===== config.mk =====
export PLATFORM = sky130hd
export DESIGN_NAME = dual_motor_ramp_reverse_interlock_top_flat
export DESIGN_NICKNAME = d
export VERILOG_FILES = /design/src/rtl/dmri_pkg.sv /design/src/rtl/dmri_in_if.sv /design/src/rtl/dmri_out_if.sv /design/src/rtl/dual_motor_ramp_reverse_interlock_top.sv /design/src/flat_wrapper.sv
export SDC_FILE = /design/constraint.sdc
export NUM_CORES = 1
export LEC_CHECK = 0
export BUFFER_PORTS_ARGS = -buffer_cell sky130_fd_sc_hd__buf_2
export CAP_MARGIN = 20
export CORE_MARGIN = 5
export CORE_UTILIZATION = 40
export CTS_BUF_LIST = sky130_fd_sc_hd__clkbuf_8 sky130_fd_sc_hd__clkbuf_16
export CTS_CLUSTER_DIAMETER = 40
export DETAILED_ROUTE_END_ITERATION = 8
export PLACE_DENSITY = 0.6
export SYNTH_ARGS = -nofsm -noshare
export SYNTH_HDL_FRONTEND = slang
export SYNTH_SLANG_ARGS = --single-unit

===== constraint.sdc =====
create_clock -name clk_i -period 7.8 [get_ports clk_i]
set_input_delay 1.56 -clock clk_i [delete_from_list [all_inputs] [get_ports clk_i]]
set_output_delay 1.56 -clock clk_i [all_outputs]
set_load 0.05 [all_outputs]

===== src/rtl/dmri_pkg.sv =====
// Shared types and constants for the dual motor ramp and reverse interlock.
`timescale 1ns / 1ps

package dmri_pkg;

  // Level scale: quarter units of an 8-bit level, full scale 255 * 4.
  localparam int unsigned LEVEL_W   = 10;
  localparam int unsigned GOAL_W    = 8;
  localparam int unsigned DUTY_W    = 10;
  localparam int unsigned CFG_W     = 10;
  localparam int unsigned APB_DW    = 32;
  localparam int unsigned APB_AW    = 3;

  localparam logic [LEVEL_W-1:0] FULL_Q = LEVEL_W'(1020);

  // duty = round(q * 1023 / 1020) = q + floor((3q + 510) / 1020), q <= 1020.
  // The correction term steps up at these levels.
  localparam logic [LEVEL_W-1:0] DUTY_STEP1 = LEVEL_W'(170);
  localparam logic [LEVEL_W-1:0] DUTY_STEP2 = LEVEL_W'(510);
  localparam logic [LEVEL_W-1:0] DUTY_STEP3 = LEVEL_W'(850);

  localparam logic [CFG_W-1:0] RAMP_STEP_RST = CFG_W'(5);
  localparam logic [CFG_W-1:0] ZERO_BAND_RST = CFG_W'(4);

  typedef enum logic [2:0] {
    ACT_TICK     = 3'd0,
    ACT_SET_A    = 3'd1,
    ACT_SET_B    = 3'd2,
    ACT_SET_BOTH = 3'd3,
    ACT_STOP     = 3'd4,
    ACT_REV_OFF  = 3'd5,
    ACT_REV_ONE  = 3'd6,
    ACT_REV_TWO  = 3'd7
  } action_e;

  typedef enum logic [1:0] {
    DIR_NONE = 2'd0,
    DIR_ONE  = 2'd1,
    DIR_TWO  = 2'd2
  } dir_e;

  // Register index, taken from paddr[2].
  typedef enum logic {
    REG_RAMP_STEP = 1'b0,
    REG_ZERO_BAND = 1'b1
  } reg_idx_e;

endpackage


===== src/rtl/dmri_in_if.sv =====
// Command/tick input channel.
`timescale 1ns / 1ps

interface dmri_in_if;
  logic                             valid;
  logic                             ready;
  logic [2:0]                       action;
  logic [dmri_pkg::GOAL_W-1:0]      level;

  modport source (output valid, action, level, input ready);
  modport sink   (input valid, action, level, output ready);
endinterface


===== src/rtl/dmri_out_if.sv =====
// Duty and reverse drive result channel.
`timescale 1ns / 1ps

interface dmri_out_if;
  logic                             valid;
  logic                             ready;
  logic [dmri_pkg::DUTY_W-1:0]      duty_a;
  logic [dmri_pkg::DUTY_W-1:0]      duty_b;
  logic                             reverse_one;
  logic                             reverse_two;

  modport source (output valid, duty_a, duty_b, reverse_one, reverse_two, input ready);
  modport sink   (input valid, duty_a, duty_b, reverse_one, reverse_two, output ready);
endinterface


===== src/rtl/dual_motor_ramp_reverse_interlock_top.sv =====
// Top level: dual channel duty ramp with reverse direction interlock.
//
//   channel   dir   handshake        payload
//   cmd_i     in    valid/ready      action[2:0], level[7:0]
//   res_o     out   valid/ready      duty_a[9:0], duty_b[9:0], reverse_one, reverse_two
//   apb       in    psel/penable     paddr[2:0], pwdata[31:0] -> prdata, pready (always 1)
//
// One beat per cycle sustained while res_o is ready.
// Stage 1 is an input register; stage 2 updates the ramp state and loads the
// result register, so the state loop closes within stage 2.
// A stalled result holds stage 2; stage 1 still takes one more beat.
// Async active-low reset: levels, targets and directions to zero, registers
// to ramp_step 5, zero_band 4.
`timescale 1ns / 1ps

module dual_motor_ramp_reverse_interlock_top (
  input  logic                          clk_i,
  input  logic                          rst_ni,
  dmri_in_if.sink                       cmd_i,
  dmri_out_if.source                    res_o,
  input  logic                          psel,
  input  logic                          penable,
  input  logic                          pwrite,
  input  logic [dmri_pkg::APB_AW-1:0]   paddr,
  input  logic [dmri_pkg::APB_DW-1:0]   pwdata,
  output logic [dmri_pkg::APB_DW-1:0]   prdata,
  output logic                          pready
);

  // ---------------------------------------------------------------------------
  // Configuration registers
  // ---------------------------------------------------------------------------
  logic [dmri_pkg::CFG_W-1:0] ramp_step_q, zero_band_q;
  logic                       cfg_wr;
  dmri_pkg::reg_idx_e         cfg_idx;

  assign pready  = 1'b1;
  assign cfg_wr  = psel && penable && pwrite;
  assign cfg_idx = dmri_pkg::reg_idx_e'(paddr[2]);

  always_ff @(posedge clk_i or negedge rst_ni) begin
    if (!rst_ni) begin
      ramp_step_q <= dmri_pkg::RAMP_STEP_RST;
      zero_band_q <= dmri_pkg::ZERO_BAND_RST;
    end else if (cfg_wr) begin
      unique case (cfg_idx)
        dmri_pkg::REG_RAMP_STEP: ramp_step_q <= pwdata[dmri_pkg::CFG_W-1:0];
        dmri_pkg::REG_ZERO_BAND: zero_band_q <= pwdata[dmri_pkg::CFG_W-1:0];
        default: ;
      endcase
    end
  end

  always_comb begin
    unique case (cfg_idx)
      dmri_pkg::REG_RAMP_STEP:
        prdata = {{(dmri_pkg::APB_DW-dmri_pkg::CFG_W){1'b0}}, ramp_step_q};
      dmri_pkg::REG_ZERO_BAND:
        prdata = {{(dmri_pkg::APB_DW-dmri_pkg::CFG_W){1'b0}}, zero_band_q};
      default: prdata = '0;
    endcase
  end

  // ---------------------------------------------------------------------------
  // Handshake: stage 2 advances when the result register is free or draining
  // ---------------------------------------------------------------------------
  logic s1_vld_q, out_vld_q;
  logic out_en, s2_fire, cmd_take;

  assign out_en      = !out_vld_q || res_o.ready;
  assign s2_fire     = s1_vld_q && out_en;
  assign cmd_i.ready = !s1_vld_q || out_en;
  assign cmd_take    = cmd_i.valid && cmd_i.ready;

  // Stage 1: input register
  dmri_pkg::action_e           act_q;
  logic [dmri_pkg::GOAL_W-1:0] lvl_q;

  always_ff @(posedge clk_i or negedge rst_ni) begin
    if (!rst_ni) begin
      s1_vld_q <= 1'b0;
    end else if (cmd_i.ready) begin
      s1_vld_q <= cmd_i.valid;
    end
  end

  always_ff @(posedge clk_i) begin
    if (cmd_take) begin
      act_q <= dmri_pkg::action_e'(cmd_i.action);
      lvl_q <= cmd_i.level;
    end
  end

  // ---------------------------------------------------------------------------
  // Stage 2: ramp state update
  // ---------------------------------------------------------------------------
  logic [dmri_pkg::LEVEL_W-1:0] level_a_q, level_b_q, level_a_d, level_b_d;
  logic [dmri_pkg::GOAL_W-1:0]  goal_a_q, goal_b_q, goal_a_d, goal_b_d;
  dmri_pkg::dir_e               wanted_q, applied_q, wanted_d, applied_d;

  // One ramp step toward the target; snaps when within ramp_step.
  function automatic logic [dmri_pkg::LEVEL_W-1:0] ramp_toward(
    input logic [dmri_pkg::LEVEL_W-1:0] cur,
    input logic [dmri_pkg::LEVEL_W-1:0] tgt,
    input logic [dmri_pkg::CFG_W-1:0]   step
  );
    logic                         up;
    logic [dmri_pkg::LEVEL_W-1:0] diff;
    up   = tgt > cur;
    diff = up ? (tgt - cur) : (cur - tgt);
    if (diff <= step) begin
      return tgt;
    end
    return up ? (cur + step) : (cur - step);
  endfunction

  // round(q * 1023 / 1020), halves up, clamped to full scale.
  function automatic logic [dmri_pkg::DUTY_W-1:0] to_duty(
    input logic [dmri_pkg::LEVEL_W-1:0] q
  );
    logic [dmri_pkg::LEVEL_W-1:0] v;
    v = (q > dmri_pkg::FULL_Q) ? dmri_pkg::FULL_Q : q;
    return dmri_pkg::DUTY_W'(v)
         + dmri_pkg::DUTY_W'(v >= dmri_pkg::DUTY_STEP1)
         + dmri_pkg::DUTY_W'(v >= dmri_pkg::DUTY_STEP2)
         + dmri_pkg::DUTY_W'(v >= dmri_pkg::DUTY_STEP3);
  endfunction

  logic [dmri_pkg::LEVEL_W-1:0] tgt_a, tgt_b;
  logic                         stopped;

  assign tgt_a   = {goal_a_q, 2'b00};
  assign tgt_b   = {goal_b_q, 2'b00};
  // Interlock judged on the levels after this tick's step
  assign stopped = (level_a_d <= zero_band_q) && (level_b_d <= zero_band_q)
                && (tgt_a <= zero_band_q) && (tgt_b <= zero_band_q);

  always_comb begin
    level_a_d = level_a_q;
    level_b_d = level_b_q;
    goal_a_d  = goal_a_q;
    goal_b_d  = goal_b_q;
    wanted_d  = wanted_q;
    applied_d = applied_q;
    unique case (act_q)
      dmri_pkg::ACT_TICK: begin
        level_a_d = ramp_toward(level_a_q, tgt_a, ramp_step_q);
        level_b_d = ramp_toward(level_b_q, tgt_b, ramp_step_q);
        if (wanted_q != applied_q && stopped) begin
          applied_d = wanted_q;
        end
      end
      dmri_pkg::ACT_SET_A:    goal_a_d = lvl_q;
      dmri_pkg::ACT_SET_B:    goal_b_d = lvl_q;
      dmri_pkg::ACT_SET_BOTH: begin
        goal_a_d = lvl_q;
        goal_b_d = lvl_q;
      end
      dmri_pkg::ACT_STOP: begin
        goal_a_d = '0;
        goal_b_d = '0;
      end
      // No interlock on switching reverse off
      dmri_pkg::ACT_REV_OFF: begin
        wanted_d  = dmri_pkg::DIR_NONE;
        applied_d = dmri_pkg::DIR_NONE;
      end
      dmri_pkg::ACT_REV_ONE: begin
        wanted_d = dmri_pkg::DIR_ONE;
        goal_a_d = '0;
        goal_b_d = '0;
      end
      dmri_pkg::ACT_REV_TWO: begin
        wanted_d = dmri_pkg::DIR_TWO;
        goal_a_d = '0;
        goal_b_d = '0;
      end
      default: ;
    endcase
  end

  always_ff @(posedge clk_i or negedge rst_ni) begin
    if (!rst_ni) begin
      level_a_q <= '0;
      level_b_q <= '0;
      goal_a_q  <= '0;
      goal_b_q  <= '0;
      wanted_q  <= dmri_pkg::DIR_NONE;
      applied_q <= dmri_pkg::DIR_NONE;
    end else if (s2_fire) begin
      level_a_q <= level_a_d;
      level_b_q <= level_b_d;
      goal_a_q  <= goal_a_d;
      goal_b_q  <= goal_b_d;
      wanted_q  <= wanted_d;
      applied_q <= applied_d;
    end
  end

  // Result register
  logic [dmri_pkg::DUTY_W-1:0] duty_a_q, duty_b_q;
  logic                        rev_one_q, rev_two_q;

  always_ff @(posedge clk_i or negedge rst_ni) begin
    if (!rst_ni) begin
      out_vld_q <= 1'b0;
    end else if (out_en) begin
      out_vld_q <= s1_vld_q;
    end
  end

  always_ff @(posedge clk_i) begin
    if (s2_fire) begin
      duty_a_q  <= to_duty(level_a_d);
      duty_b_q  <= to_duty(level_b_d);
      rev_one_q <= (applied_d == dmri_pkg::DIR_ONE);
      rev_two_q <= (applied_d == dmri_pkg::DIR_TWO);
    end
  end

  assign res_o.valid       = out_vld_q;
  assign res_o.duty_a      = duty_a_q;
  assign res_o.duty_b      = duty_b_q;
  assign res_o.reverse_one = rev_one_q;
  assign res_o.reverse_two = rev_two_q;

  // ---------------------------------------------------------------------------
  // Assertions
  // ---------------------------------------------------------------------------
  // Both reverse drives never on together
  a_rev_excl: assert property (@(posedge clk_i) disable iff (!rst_ni)
    res_o.valid |-> !(res_o.reverse_one && res_o.reverse_two))
    else $error("both reverse drives active");

  // Applied direction changes only on a stage-2 tick or reverse off
  a_dir_change: assert property (@(posedge clk_i) disable iff (!rst_ni)
    (applied_q != $past(applied_q)) |->
      ($past(s2_fire) && ($past(act_q) == dmri_pkg::ACT_TICK ||
                          $past(act_q) == dmri_pkg::ACT_REV_OFF)))
    else $error("applied direction changed outside tick or reverse off");

  // A newly engaged reverse direction needs both channels at rest
  a_interlock: assert property (@(posedge clk_i) disable iff (!rst_ni)
    (applied_q != $past(applied_q) && applied_q != dmri_pkg::DIR_NONE) |->
      (level_a_q <= zero_band_q && level_b_q <= zero_band_q))
    else $error("reverse engaged while a channel is running");

  // Levels stay within full scale
  a_level_range: assert property (@(posedge clk_i) disable iff (!rst_ni)
    level_a_q <= dmri_pkg::FULL_Q && level_b_q <= dmri_pkg::FULL_Q)
    else $error("level beyond full scale");

endmodule

===== src/flat_wrapper.sv =====
// flat-port wrapper written by rule: the top's interface ports become plain ports
module dual_motor_ramp_reverse_interlock_top_flat 
  (clk_i, rst_ni, psel, penable, pwrite, paddr, pwdata, prdata, pready, cmd_i_valid, cmd_i_action, cmd_i_level, cmd_i_ready, res_o_valid, res_o_duty_a, res_o_duty_b, res_o_reverse_one, res_o_reverse_two, res_o_ready);
  dmri_in_if cmd_i_i ();
  dmri_out_if res_o_i ();
  input  logic clk_i;
  input  logic rst_ni;
  input  logic psel;
  input  logic penable;
  input  logic pwrite;
  input  logic [dmri_pkg::APB_AW-1:0] paddr;
  input  logic [dmri_pkg::APB_DW-1:0] pwdata;
  output logic [dmri_pkg::APB_DW-1:0] prdata;
  output logic pready;
  input wire logic [$bits(cmd_i_i.valid)-1:0] cmd_i_valid;
  input wire logic [$bits(cmd_i_i.action)-1:0] cmd_i_action;
  input wire logic [$bits(cmd_i_i.level)-1:0] cmd_i_level;
  output wire logic [$bits(cmd_i_i.ready)-1:0] cmd_i_ready;
  output wire logic [$bits(res_o_i.valid)-1:0] res_o_valid;
  output wire logic [$bits(res_o_i.duty_a)-1:0] res_o_duty_a;
  output wire logic [$bits(res_o_i.duty_b)-1:0] res_o_duty_b;
  output wire logic [$bits(res_o_i.reverse_one)-1:0] res_o_reverse_one;
  output wire logic [$bits(res_o_i.reverse_two)-1:0] res_o_reverse_two;
  input wire logic [$bits(res_o_i.ready)-1:0] res_o_ready;
  assign cmd_i_i.valid = cmd_i_valid;
  assign cmd_i_i.action = cmd_i_action;
  assign cmd_i_i.level = cmd_i_level;
  assign cmd_i_ready = cmd_i_i.ready;
  assign res_o_valid = res_o_i.valid;
  assign res_o_duty_a = res_o_i.duty_a;
  assign res_o_duty_b = res_o_i.duty_b;
  assign res_o_reverse_one = res_o_i.reverse_one;
  assign res_o_reverse_two = res_o_i.reverse_two;
  assign res_o_i.ready = res_o_ready;
  dual_motor_ramp_reverse_interlock_top u_core (.clk_i(clk_i), .rst_ni(rst_ni), .cmd_i(cmd_i_i), .res_o(res_o_i), .psel(psel), .penable(penable), .pwrite(pwrite), .paddr(paddr), .pwdata(pwdata), .prdata(prdata), .pready(pready));
endmodule

# After elaboration in Yosys (flattened, before gate mapping)
# Index checks and enable logic that the tools add are counted.
[op_classes]
add_sub_neg = 14
order_cmp = 16
n_eq_ne = 10
n_mux = 22
bitwise = 1
reduce_logical = 24
[op_table]
columns = ["cell", "n"]
rows = [
  ["$mux W10", 12],
  ["$pmux W32 S2", 1],
  ["$add A10 B1 Y10", 6],
  ["$le A10 B10 Y1", 6],
  ["$sub A10 B10 Y10", 6],
  ["$pmux W8 S2", 2],
  ["$add A10 B10 Y10", 2],
  ["$ge A10 B10 Y1 const B", 2],
  ["$ge A10 B8 Y1 const B", 2],
  ["$ge A10 B9 Y1 const B", 2],
  ["$gt A10 B10 Y1", 2],
  ["$gt A10 B10 Y1 const B", 2],
  ["$eq A3 B3 Y1 const B", 4],
  ["$reduce_and A2 Y1", 5],
  ["$logic_and A1 B1 Y1", 8],
  ["$eq A3 B2 Y1 const B", 2],
  ["$pmux W2 S3", 1],
  ["$mux W1", 4],
  ["$pmux W2 S2", 1],
  ["$reduce_bool A2 Y1", 2],
  ["$reduce_or A2 Y1", 2],
  ["$eq A3 B1 Y1 const B", 1],
  ["$logic_not A3 Y1", 1],
  ["$reduce_bool A3 Y1", 1],
  ["other kinds (8)", 10],
]
[totals]
register_bits = 95
wordCells = 103

# Logic depth before layout (Yosys ltp)
# Gate-level depths: netlist of the first run.
[logic_depth]
ltp_word = 15
mapped_depth = 33
depth_no_buf = 31

# Worst setup path before layout of the first run
# OpenSTA, ideal clock, no wires.
[synth_timing]
path_kind = "register to register"
start = "register u_core.goal_a_q[3] (netlist name)"
end = "register u_core.duty_a_q, in the netlist u_core.res_o.duty_a[6] (data pin)"
setup_time_ns = 0.265
arrival_time_ns = 6.206
path_slack_ns = 1.329
stages_incl_launch_ff = 31
path_buffers = 2
period_less_slack_ns = 6.471
cell_sequence = "dfrtp_1 > inv_1 > ha_1 > buf_2 > and4_1 > and3_1 > a21oi_2 > buf_4 > mux2i_1 > a221o_1 > a211oi_2 > o221ai_1 > xor2_1 > ha_1 > and4_1 > nand4_1 > o21ai_4 > or2_2 > or4_1 > nand3_2 > nand4_1 > nand2b_1 > fa_1 > inv_1 > ha_1 > inv_1 > fa_1 > or2_1 > nor2_1 > nand3_1 > xnor2_1"
[synth_via]
elab_chain_len = 13
elab_cells_between_ends = 19
[synth_rtl]
columns = ["item", "line", "source"]
rows = [
  ["start, declared", "dual_motor_ramp_reverse_interlock_top.sv:98", "logic [dmri_pkg::GOAL_W-1:0] goal_a_q, goal_b_q, goal_a_d, goal_b_d;"],
  ["start signal, assigned", "dual_motor_ramp_reverse_interlock_top.sv:193", "goal_a_q <= goal_a_d;"],
  ["$sub A10 B10 Y10 / $gt A10 B10 Y1 (equally long branches)", "dual_motor_ramp_reverse_interlock_top.sv:110, dual_motor_ramp_reverse_interlock_top.sv:109", ""],
  ["$mux W10", "dual_motor_ramp_reverse_interlock_top.sv:110", "diff = up ? (tgt - cur) : (cur - tgt);"],
  ["$le A10 B10 Y1", "dual_motor_ramp_reverse_interlock_top.sv:111", "if (diff <= step) begin"],
  ["$mux W1", "dual_motor_ramp_reverse_interlock_top.sv:111", ""],
  ["$mux W1", "dual_motor_ramp_reverse_interlock_top.sv:145", "unique case (act_q)"],
  ["$mux W10 (*)", "dual_motor_ramp_reverse_interlock_top.sv:114", "return up ? (cur + step) : (cur - step);"],
  ["$mux W10 (*)", "dual_motor_ramp_reverse_interlock_top.sv:145", ""],
  ["net u_core.level_a_d, one bit", "dual_motor_ramp_reverse_interlock_top.sv:97", "logic [dmri_pkg::LEVEL_W-1:0] level_a_q, level_b_q, level_a_d, level_b_d;"],
  ["$gt A10 B10 Y1", "dual_motor_ramp_reverse_interlock_top.sv:122", "v = (q > dmri_pkg::FULL_Q) ? dmri_pkg::FULL_Q : q;"],
  ["$mux W10 (*)", "dual_motor_ramp_reverse_interlock_top.sv:122", ""],
  ["$ge A10 B8 Y1", "dual_motor_ramp_reverse_interlock_top.sv:124", "+ dmri_pkg::DUTY_W'(v >= dmri_pkg::DUTY_STEP1)"],
  ["$add A10 B1 Y10", "dual_motor_ramp_reverse_interlock_top.sv:124", ""],
  ["$add A10 B1 Y10", "dual_motor_ramp_reverse_interlock_top.sv:125", "+ dmri_pkg::DUTY_W'(v >= dmri_pkg::DUTY_STEP2)"],
  ["$add A10 B1 Y10 (*)", "dual_motor_ramp_reverse_interlock_top.sv:126", "+ dmri_pkg::DUTY_W'(v >= dmri_pkg::DUTY_STEP3);"],
  ["end signal, assigned", "dual_motor_ramp_reverse_interlock_top.sv:214", "duty_a_q <= to_duty(level_a_d);"],
  ["end, declared", "dual_motor_ramp_reverse_interlock_top.sv:201", "logic [dmri_pkg::DUTY_W-1:0] duty_a_q, duty_b_q;"],
]
# Mark *: on every way through the listed nets, which the timed path passes. The rest lies on a longest branch. The select of a mux whose other input is x is not followed.
# A chain may end at the register's enable or synchronous reset.

# Final worst setup path of the first run
[layout_timing]
start = "register u_core.goal_b_q[0] (netlist name)"
end = "register u_core.duty_b_q, in the netlist u_core.res_o.duty_b[8] (data pin)"
[layout_via]
elab_chain_len = 13
elab_cells_between_ends = 19
[layout_rtl]
columns = ["item", "line", "source"]
rows = [
  ["start, declared", "dual_motor_ramp_reverse_interlock_top.sv:98", ""],
  ["start signal, assigned", "dual_motor_ramp_reverse_interlock_top.sv:194", "goal_b_q <= goal_b_d;"],
  ["$sub A10 B10 Y10 / $gt A10 B10 Y1 (equally long branches)", "dual_motor_ramp_reverse_interlock_top.sv:110, dual_motor_ramp_reverse_interlock_top.sv:109", ""],
  ["$mux W10", "dual_motor_ramp_reverse_interlock_top.sv:110", ""],
  ["$le A10 B10 Y1", "dual_motor_ramp_reverse_interlock_top.sv:111", ""],
  ["$mux W1", "dual_motor_ramp_reverse_interlock_top.sv:111", ""],
  ["$mux W1", "dual_motor_ramp_reverse_interlock_top.sv:145", ""],
  ["$mux W10 (*)", "dual_motor_ramp_reverse_interlock_top.sv:114", ""],
  ["$mux W10 (*)", "dual_motor_ramp_reverse_interlock_top.sv:145", ""],
  ["net u_core.level_b_d, one bit", "dual_motor_ramp_reverse_interlock_top.sv:97", ""],
  ["$gt A10 B10 Y1", "dual_motor_ramp_reverse_interlock_top.sv:122", ""],
  ["$mux W10 (*)", "dual_motor_ramp_reverse_interlock_top.sv:122", ""],
  ["$ge A10 B8 Y1", "dual_motor_ramp_reverse_interlock_top.sv:124", ""],
  ["$add A10 B1 Y10", "dual_motor_ramp_reverse_interlock_top.sv:124", ""],
  ["$add A10 B1 Y10", "dual_motor_ramp_reverse_interlock_top.sv:125", ""],
  ["$add A10 B1 Y10 (*)", "dual_motor_ramp_reverse_interlock_top.sv:126", ""],
  ["end signal, assigned", "dual_motor_ramp_reverse_interlock_top.sv:215", "duty_b_q <= to_duty(level_b_d);"],
  ["end, declared", "dual_motor_ramp_reverse_interlock_top.sv:201", ""],
]
# Marks and branches as above.

==> results, run 1 <==
- The flow ran to the end, and the final reports show no timing, DRC or antenna violations.
- The arrival time at the worst endpoint is between 7 and 8 ns.
- For this run, the total global-route usage over all layers was measured as 0.1901.
- The average instance in the mapped netlist occupies 8.952 um2.
- Static timing analysis puts the maximum clock frequency at 137.8 MHz.
- The clock transition at the register clock pins on the worst setup and hold paths after CTS is 0.07 ns.
- For this run, the number of Yosys warnings is 0.
- The number of setup buffers added after CTS is 0.
- The number of CTS-inserted buffers is 9.
- The antenna diode count is 0.
- After detailed routing, the total wire length is roughly 23,000 um.
- The sequential-to-total area share from yosys stat is 0.2978.
- The initial standard-cell utilization of the core is 0.4067.
- The clock passes through at most 2 buffers.
- Port buffering added 62 buffers.
- After detailed routing, the average wire length per cell comes to between 15 and 20 um.
- Fill cells in the final layout number a little over 2,000.
- The number of instances resized during post-cts repair is 0.
- The routed design could run at a clock period as short as 7.256 ns.
- CTS saw 95 sinks.
- TritonCTS built the clock tree.
- In this run, synthesis inferred 33 flip-flops with an integrated enable.
- After floorplanning, the core was sized to cover 21,020 um2.
- The final-layout setup total negative slack is 0 ns.
- After the flow finishes, the layout carries non-filler instances totaling 1,306.
- The first-pass GRT wire length is 36,070 um.
- The area added between synthesis and finish is 11.20%.
- Counting flops with an async set or reset pin after synthesis yields a share of 0.6526.
- The type of element capturing the critical path is a register.
- The area enclosed by the die boundary is 24,400 um2.
- The slew of the pin with the lowest slew margin is 0.9805 ns.
- Setup repair after global routing left no endpoint under its margin.
- The path class of the tightest hold or removal check is reg -> reg.
- The via count of the first global-routing pass is 6,579.
- Setup violations remaining at the end of the flow were counted as 0.
- The number of iterations in the first detailed-routing pass is 5.
- The share of the clock period used by the worst path is 0.9303.
- In this run, post-CTS hold repair placed 0 buffers.
- The top cell types in the final layout, fill and taps aside, are sky130_fd_sc_hd__ha_1, sky130_fd_sc_hd__nand2_1, sky130_fd_sc_hd__inv_1, sky130_fd_sc_hd__o21ai_0, sky130_fd_sc_hd__buf_2.
- The number of distinct standard cells referenced by the synthesized netlist is 86.
- The H-tree was split into 3 levels.
- STA classifies the critical path startpoint as a register.
- For this run, design rule violations remaining after detail routing come to 0.
- In this run, placement finished with an instance count of 1,290.
- The routed layout has between 6,000 and 7,000 vias.
- The aggregate global routing overflow is 0.
- Dividing the detail-routed via count by the number of cells gives 5.283.
- After synthesis the cells add up to 8549 um2.
- The count of standard-cell rows is 53.
- The DRC violation total after the first TritonRoute iteration is 434.
- The required time reported for the critical path endpoint is roughly 7.9 ns.
- The library cell used most frequently in the layout, excluding fill and tap cells, is sky130_fd_sc_hd__ha_1.
- The height of the die is 156.2 um.
- The initial antenna violation count was 0.
- The highest net fanout along the worst path is 12.
- The total count of max-transition violations in the final report is 0.
- The clock network latency to the later pin of the worst-skew pair is 0.36 ns.
- The headroom to the max-slew limit is 0.3420.
- The register bit total from synthesis is 95.
- In the final layout, the share of cells above drive strength 1 is 0.1649.
- The final net count is approximately 1,200.
- The dominant synthesized flop cell is sky130_fd_sc_hd__dfrtp_1.
- Synthesis produced a netlist whose cell count is roughly 960.
- Once layout is complete, the utilization of the core stands at 0.4522.
- The category of the critical setup timing path is reg -> reg.
- The final HPWL from detailed placement is 18,430 um.
- Routability-driven placement finished with a final weighted congestion of 0.9385.
- The count of nets left with antenna violations once routing finished came out at 0.
- The final count of hold timing violations is 0.
- The largest net degree at the start of global routing is 63.
- The die is 156.2 um wide.
- CTS placed an instance of sky130_fd_sc_hd__clkbuf_16 at the clock tree root.
- The maximum clock skew at final layout is 0.01081 ns.
- The count of boundary I/O pins is 110.
- Across the run, the number of max-cap violations was 0.
## stage by stage
stage	hold slack [ns]	worst slack [ns]	area, um2
floorplan	0.4572	1.329	8628
global placement	0.4748	0.4314	9176
detailed placement	0.4962	0.4277	9176
CTS	0.4990	0.3825	9475
global route	0.5248	0.1086	9507
finish	0.5001	0.5438	9507
## metal layers
layer,up-vias,global-route usage,part of all wire
li1,3495,-,-
met1,3234,0.2630,0.46
met2,144,0.3116,0.47
met3,27,0.01914,0.040
met4,0,0.06488,0.026
met5,-,0,0
## critical path, cell delays in order, from the launching register on
cell and delay, ns:
sky130_fd_sc_hd__dfrtp_1 0.48, sky130_fd_sc_hd__ha_1 0.40, sky130_fd_sc_hd__a211oi_1 0.43, sky130_fd_sc_hd__o31ai_2 0.12
sky130_fd_sc_hd__a21oi_2 0.26, sky130_fd_sc_hd__or2_4 0.30, sky130_fd_sc_hd__mux2i_1 0.30, sky130_fd_sc_hd__o22ai_1 0.12
sky130_fd_sc_hd__a211o_1 0.32, sky130_fd_sc_hd__xnor2_1 0.28, sky130_fd_sc_hd__ha_1 0.33, sky130_fd_sc_hd__a2111oi_2 0.36
sky130_fd_sc_hd__a21oi_1 0.19, sky130_fd_sc_hd__or2_1 0.35, sky130_fd_sc_hd__a21oi_1 0.18, sky130_fd_sc_hd__o31a_2 0.30
sky130_fd_sc_hd__nand4_2 0.22, sky130_fd_sc_hd__nor3_2 0.32, sky130_fd_sc_hd__a21o_1 0.19, sky130_fd_sc_hd__fa_1 0.38
sky130_fd_sc_hd__inv_1 0.06, sky130_fd_sc_hd__ha_1 0.17, sky130_fd_sc_hd__inv_1 0.07, sky130_fd_sc_hd__fa_1 0.51
sky130_fd_sc_hd__nor3_1 0.26, sky130_fd_sc_hd__xnor2_1 0.09
## synth_stat cells, types with 5 or more instances
library cell	instances	share of area
sky130_fd_sc_hd__nand4_1	11	0.0080
sky130_fd_sc_hd__o21ai_0	69	0.040
sky130_fd_sc_hd__dfrtp_1	59	0.17
sky130_fd_sc_hd__a31oi_1	10	0.0073
sky130_fd_sc_hd__o22ai_1	5	0.0037
sky130_fd_sc_hd__xor2_1	23	0.024
sky130_fd_sc_hd__mux2_2	23	0.030
sky130_fd_sc_hd__a211o_1	5	0.0051
sky130_fd_sc_hd__a211oi_1	7	0.0061
sky130_fd_sc_hd__nand3_1	21	0.012
sky130_fd_sc_hd__nand2_1	104	0.046
sky130_fd_sc_hd__a21o_1	16	0.014
sky130_fd_sc_hd__xnor2_1	42	0.043
sky130_fd_sc_hd__a21oi_1	46	0.027
sky130_fd_sc_hd__ha_1	109	0.16
sky130_fd_sc_hd__inv_1	84	0.037
sky130_fd_sc_hd__nor2_1	50	0.022
sky130_fd_sc_hd__clkbuf_1	13	0.0057
sky130_fd_sc_hd__and3_1	9	0.0066
sky130_fd_sc_hd__nor3_1	23	0.013
sky130_fd_sc_hd__o21ai_1	11	0.0064
sky130_fd_sc_hd__o21a_1	10	0.0088
sky130_fd_sc_hd__fa_1	8	0.019
sky130_fd_sc_hd__buf_2	5	0.0029
sky130_fd_sc_hd__nand2b_1	8	0.0059
sky130_fd_sc_hd__nor2b_1	8	0.0059
sky130_fd_sc_hd__buf_4	25	0.022
sky130_fd_sc_hd__edfxtp_1	33	0.12
sky130_fd_sc_hd__mux2i_1	15	0.018
## final timing paths
path | to | from | cells after the start | slack [ns]
max | u_core.res_o.duty_b[8]$_DFFE_PP_ | u_core.goal_b_q[0]$_DFFE_PN0P_ | 25 | 0.54
min | u_core.res_o.valid$_DFFE_PN0P_ | u_core.s1_vld_q$_DFFE_PN0N_ | 1 | 0.50
max reg2reg | u_core.res_o.duty_b[8]$_DFFE_PP_ | u_core.goal_b_q[0]$_DFFE_PN0P_ | 25 | 0.54
min reg2reg | u_core.res_o.valid$_DFFE_PN0P_ | u_core.s1_vld_q$_DFFE_PN0N_ | 1 | 0.50
max in group asynchronous | u_core.level_b_q[0]$_DFFE_PN0P_ | rst_ni | 2 | 5.89
min in group asynchronous | u_core.zero_band_q[7]$_DFFE_PN0P_ | rst_ni | 2 | 1.38
## sequential cells by signal, indices dropped and copies added, names as in the netlist, 3 cells and up
| name | count |
|---|---|
| u_core.lvl_q | 8 |
| u_core.res_o.duty_a | 10 |
| u_core.level_b_q | 10 |
| u_core.level_a_q | 10 |
| u_core.res_o.duty_b | 10 |
| u_core.goal_a_q | 8 |
| u_core.ramp_step_q | 10 |
| u_core.act_q | 3 |
| u_core.goal_b_q | 8 |
| u_core.zero_band_q | 10 |
## final cells by class
cell class                 instances  area (um2)  share of cell area
clock inverter                     6       60.06            0.006317
tap                              275       344.1             0.03619
multi-input combinational        749        5515              0.5802
inverter                          87       326.6             0.03435
sequential                        95        2546              0.2678
timing repair buffer              84       475.5             0.05001
clock buffer                      10       239.0             0.02514
## kinds of logic (layout without fill, tap and decap cells)
family                   after synthesis  in the layout  synth area share
multiplexers                          40             40           0.05078
XOR/XNOR                              65             65           0.06659
flip-flops                            95             95            0.2978
adder cells (fa/ha/maj)              117            117            0.1783
other                                  2             23         0.0008784
buffers and inverters                132            187           0.07054
AND/OR/NAND/NOR                      275            275            0.1594
AO/OA/AOI/OAI                        229            229            0.1758
Power of run 1 is left out: the tool's default activity adds up to more than one toggle a clock period on the data nets, which glitch-free logic cannot reach.
==> inputs of run 2 (changes only) <==
- CORE_ASPECT_RATIO: unset -> 0.6
==> results, run 2 (synthesis gave the netlist of run 1 again) <==
- The floorplan step defined a die boundary enclosing about 24,000 um2.
- Along the worst path, the maximum fanout reaches 12.
- Across all setup checks in the final design, the least slack found is slightly below 0.5 ns.
- The total via count after detailed routing is about 7,000.
- Once detail routing completed, the nets flagged for antenna violations numbered 0.
- After detailed routing, the number of remaining DRC violations is 0.
- The first-pass GRT wire length is 38,010 um.
- In this run the worst hold path is classified as reg -> reg.
- The DRC violation total after the first TritonRoute iteration is 801.
- The number of gates resized after CTS was 0.
- Setup repair after global routing left no endpoint under its margin.
- The total count of max-transition violations in the final report is 0.
- The average wire per standard cell is 18.89 um.
- The wire length on met3 is 2304 um.
- The maximum clock frequency is around 140 MHz.
- The headroom to the max-slew limit is 0.3949.
- The area added between synthesis and finish is 10.65%.
- The final net count is 1,192.
- The horizontal die dimension is about 200 um.
- After floorplanning, the core was sized to cover 21,030 um2.
- The final-layout setup total negative slack is 0 ns.
- In this run the number of H-tree levels came out at 3.
- The via count of the first global-routing pass is between 6,000 and 7,000.
- The CTS tree is built.
- After detailed routing, the wire length on met1 is 12,250 um.
- After legalization and detailed placement, the total HPWL measured 19,650 um.
- The highest metal layer used by the detailed router is met4.
- In the global route stage, overall resource usage came out at 0.2031.
- The count of buffers added on input and output ports is 62.
- The launching element type of the critical path is a register.
- The time the worst path needs with I/O delays and setup is 7.309 ns.
- The count of standard-cell rows is 41.
- The initial standard-cell utilization of the core is 0.4065.
- The clock sink total is 95.
- The clock transition at the register clock pins on the worst setup and hold paths after CTS is 0.08 ns.
- At the end of routability-driven placement, the weighted congestion stood at 0.9196.
- The flow ran to the end, and the final reports show no timing, DRC or antenna violations.
- In the layout the commonest cells are sky130_fd_sc_hd__ha_1, sky130_fd_sc_hd__nand2_1, sky130_fd_sc_hd__inv_1, sky130_fd_sc_hd__o21ai_0, sky130_fd_sc_hd__buf_2.
- The layout has 2,121 filler cells.
- Entering global routing, the biggest net connects 63 pins.
- The number of clock buffers added by TritonCTS is 9.
- The repair_antennas step left the layout with diodes totalling 0.
- The height of the die is 123.2 um.
- The category of the critical setup timing path is reg -> reg.
- The library cell used most frequently in the layout, excluding fill and tap cells, is sky130_fd_sc_hd__ha_1.
- The slew of the pin with the lowest slew margin is 0.9016 ns.
- The number of buffers on the longest clock path is 2.
- The via-per-instance ratio is 5.477.
- The initial antenna violation count came to 0.
- STA classifies the critical path endpoint as a register.
- The aggregate global routing overflow is 0.
- 110 I/O pins were placed.
- Dividing the final minimum period by the clock period gives 0.9371.
- The number of setup buffers added after CTS is 0.
- The root buffer selected by CTS is sky130_fd_sc_hd__clkbuf_16.
- The maximum cell stage delay along the critical path is around 0.52 ns.
- The worst-case hold slack is 0.4935 ns.
- The cts-stage hold buffer count is 0.
- The number of maximum-capacitance violations is 0.
- The clock network latency to the later pin of the worst-skew pair is about 0.37 ns.
- The total of endpoints with negative setup slack in the final report is 0.
- The total length of routed met2 wires is slightly below 10,000 um.
- At the worst endpoint, the required time is 7.91 ns.
- Of the cells placed in the final design, the portion with a size suffix greater than 1 is 0.1597.
- The maximum clock skew at final layout is 0.008304 ns.
- For this design, the slowest cell found on the critical path is sky130_fd_sc_hd__dfrtp_1.
- For the worst setup path, the data arrival time is around 7.4 ns.
- The total routed wirelength is 24,670 um.
- The final count of hold timing violations came to 0.
- Timing analysis after detailed placement gives a worst setup slack of around 0.53 ns.
- The number of iterations in the first detailed-routing pass is 6.
- The final core utilization is 0.4498.
[run 2: metal layers]
| layer | up-vias | track usage |
|---|---|---|
| met5 | - | 0 |
| met4 | 0 | 0.03757 |
| li1 | 3482 | - |
| met1 | 3370 | 0.3235 |
| met2 | 272 | 0.2755 |
| met3 | 29 | 0.04984 |
[run 2: path summary, 6_finish.rpt]
path	startpoint	end	slack [ns]	cells after the start
setup / recovery	u_core.goal_b_q[6]$_DFFE_PN0P_	u_core.res_o.duty_b[8]$_DFFE_PP_	0.49	28
hold / removal	u_core.s1_vld_q$_DFFE_PN0N_	u_core.res_o.valid$_DFFE_PN0P_	0.49	1
setup reg to reg	u_core.goal_b_q[6]$_DFFE_PN0P_	u_core.res_o.duty_b[8]$_DFFE_PP_	0.49	28
hold reg to reg	u_core.s1_vld_q$_DFFE_PN0N_	u_core.res_o.valid$_DFFE_PN0P_	0.49	1
max in group asynchronous	rst_ni	u_core.ramp_step_q[7]$_DFFE_PN0P_	5.83	2
min in group asynchronous	rst_ni	u_core.s1_vld_q$_DFFE_PN0N_	1.38	2
[run 2: through the flow]
stage | cell area [um2] | std cells
3_5_place_dp | 9151 | 1290
4_1_cts | 9445 | 1306
5_1_grt | 9460 | 1306
2_1_floorplan | 8628 | 976
6_report | 9460 | 1306
3_3_place_gp | 9151 | 1290
[run 2: worst max-delay path, delay by kind of cell (launching register included)]
kind	cells	cell delay, ns
simple gates	10	2.47
fa+ha+maj	5	1.67
compound gates	7	1.56
flops	1	0.52
mux	1	0.32
buf+inv	3	0.26
xor+xnor	2	0.24
[run 2: area by class of cell]
| class | count | area (um2) | area share |
|---|---|---|---|
| multi-input combinational | 749 | 5499 | 0.5813 |
| inverter | 87 | 326.6 | 0.03452 |
| clock buffer | 9 | 225.2 | 0.02381 |
| timing repair buffer | 80 | 445.4 | 0.04708 |
| sequential | 95 | 2546 | 0.2691 |
| tap | 279 | 349.1 | 0.03690 |
| clock inverter | 7 | 68.82 | 0.007274 |
Power of run 2 is left out for the same reason.
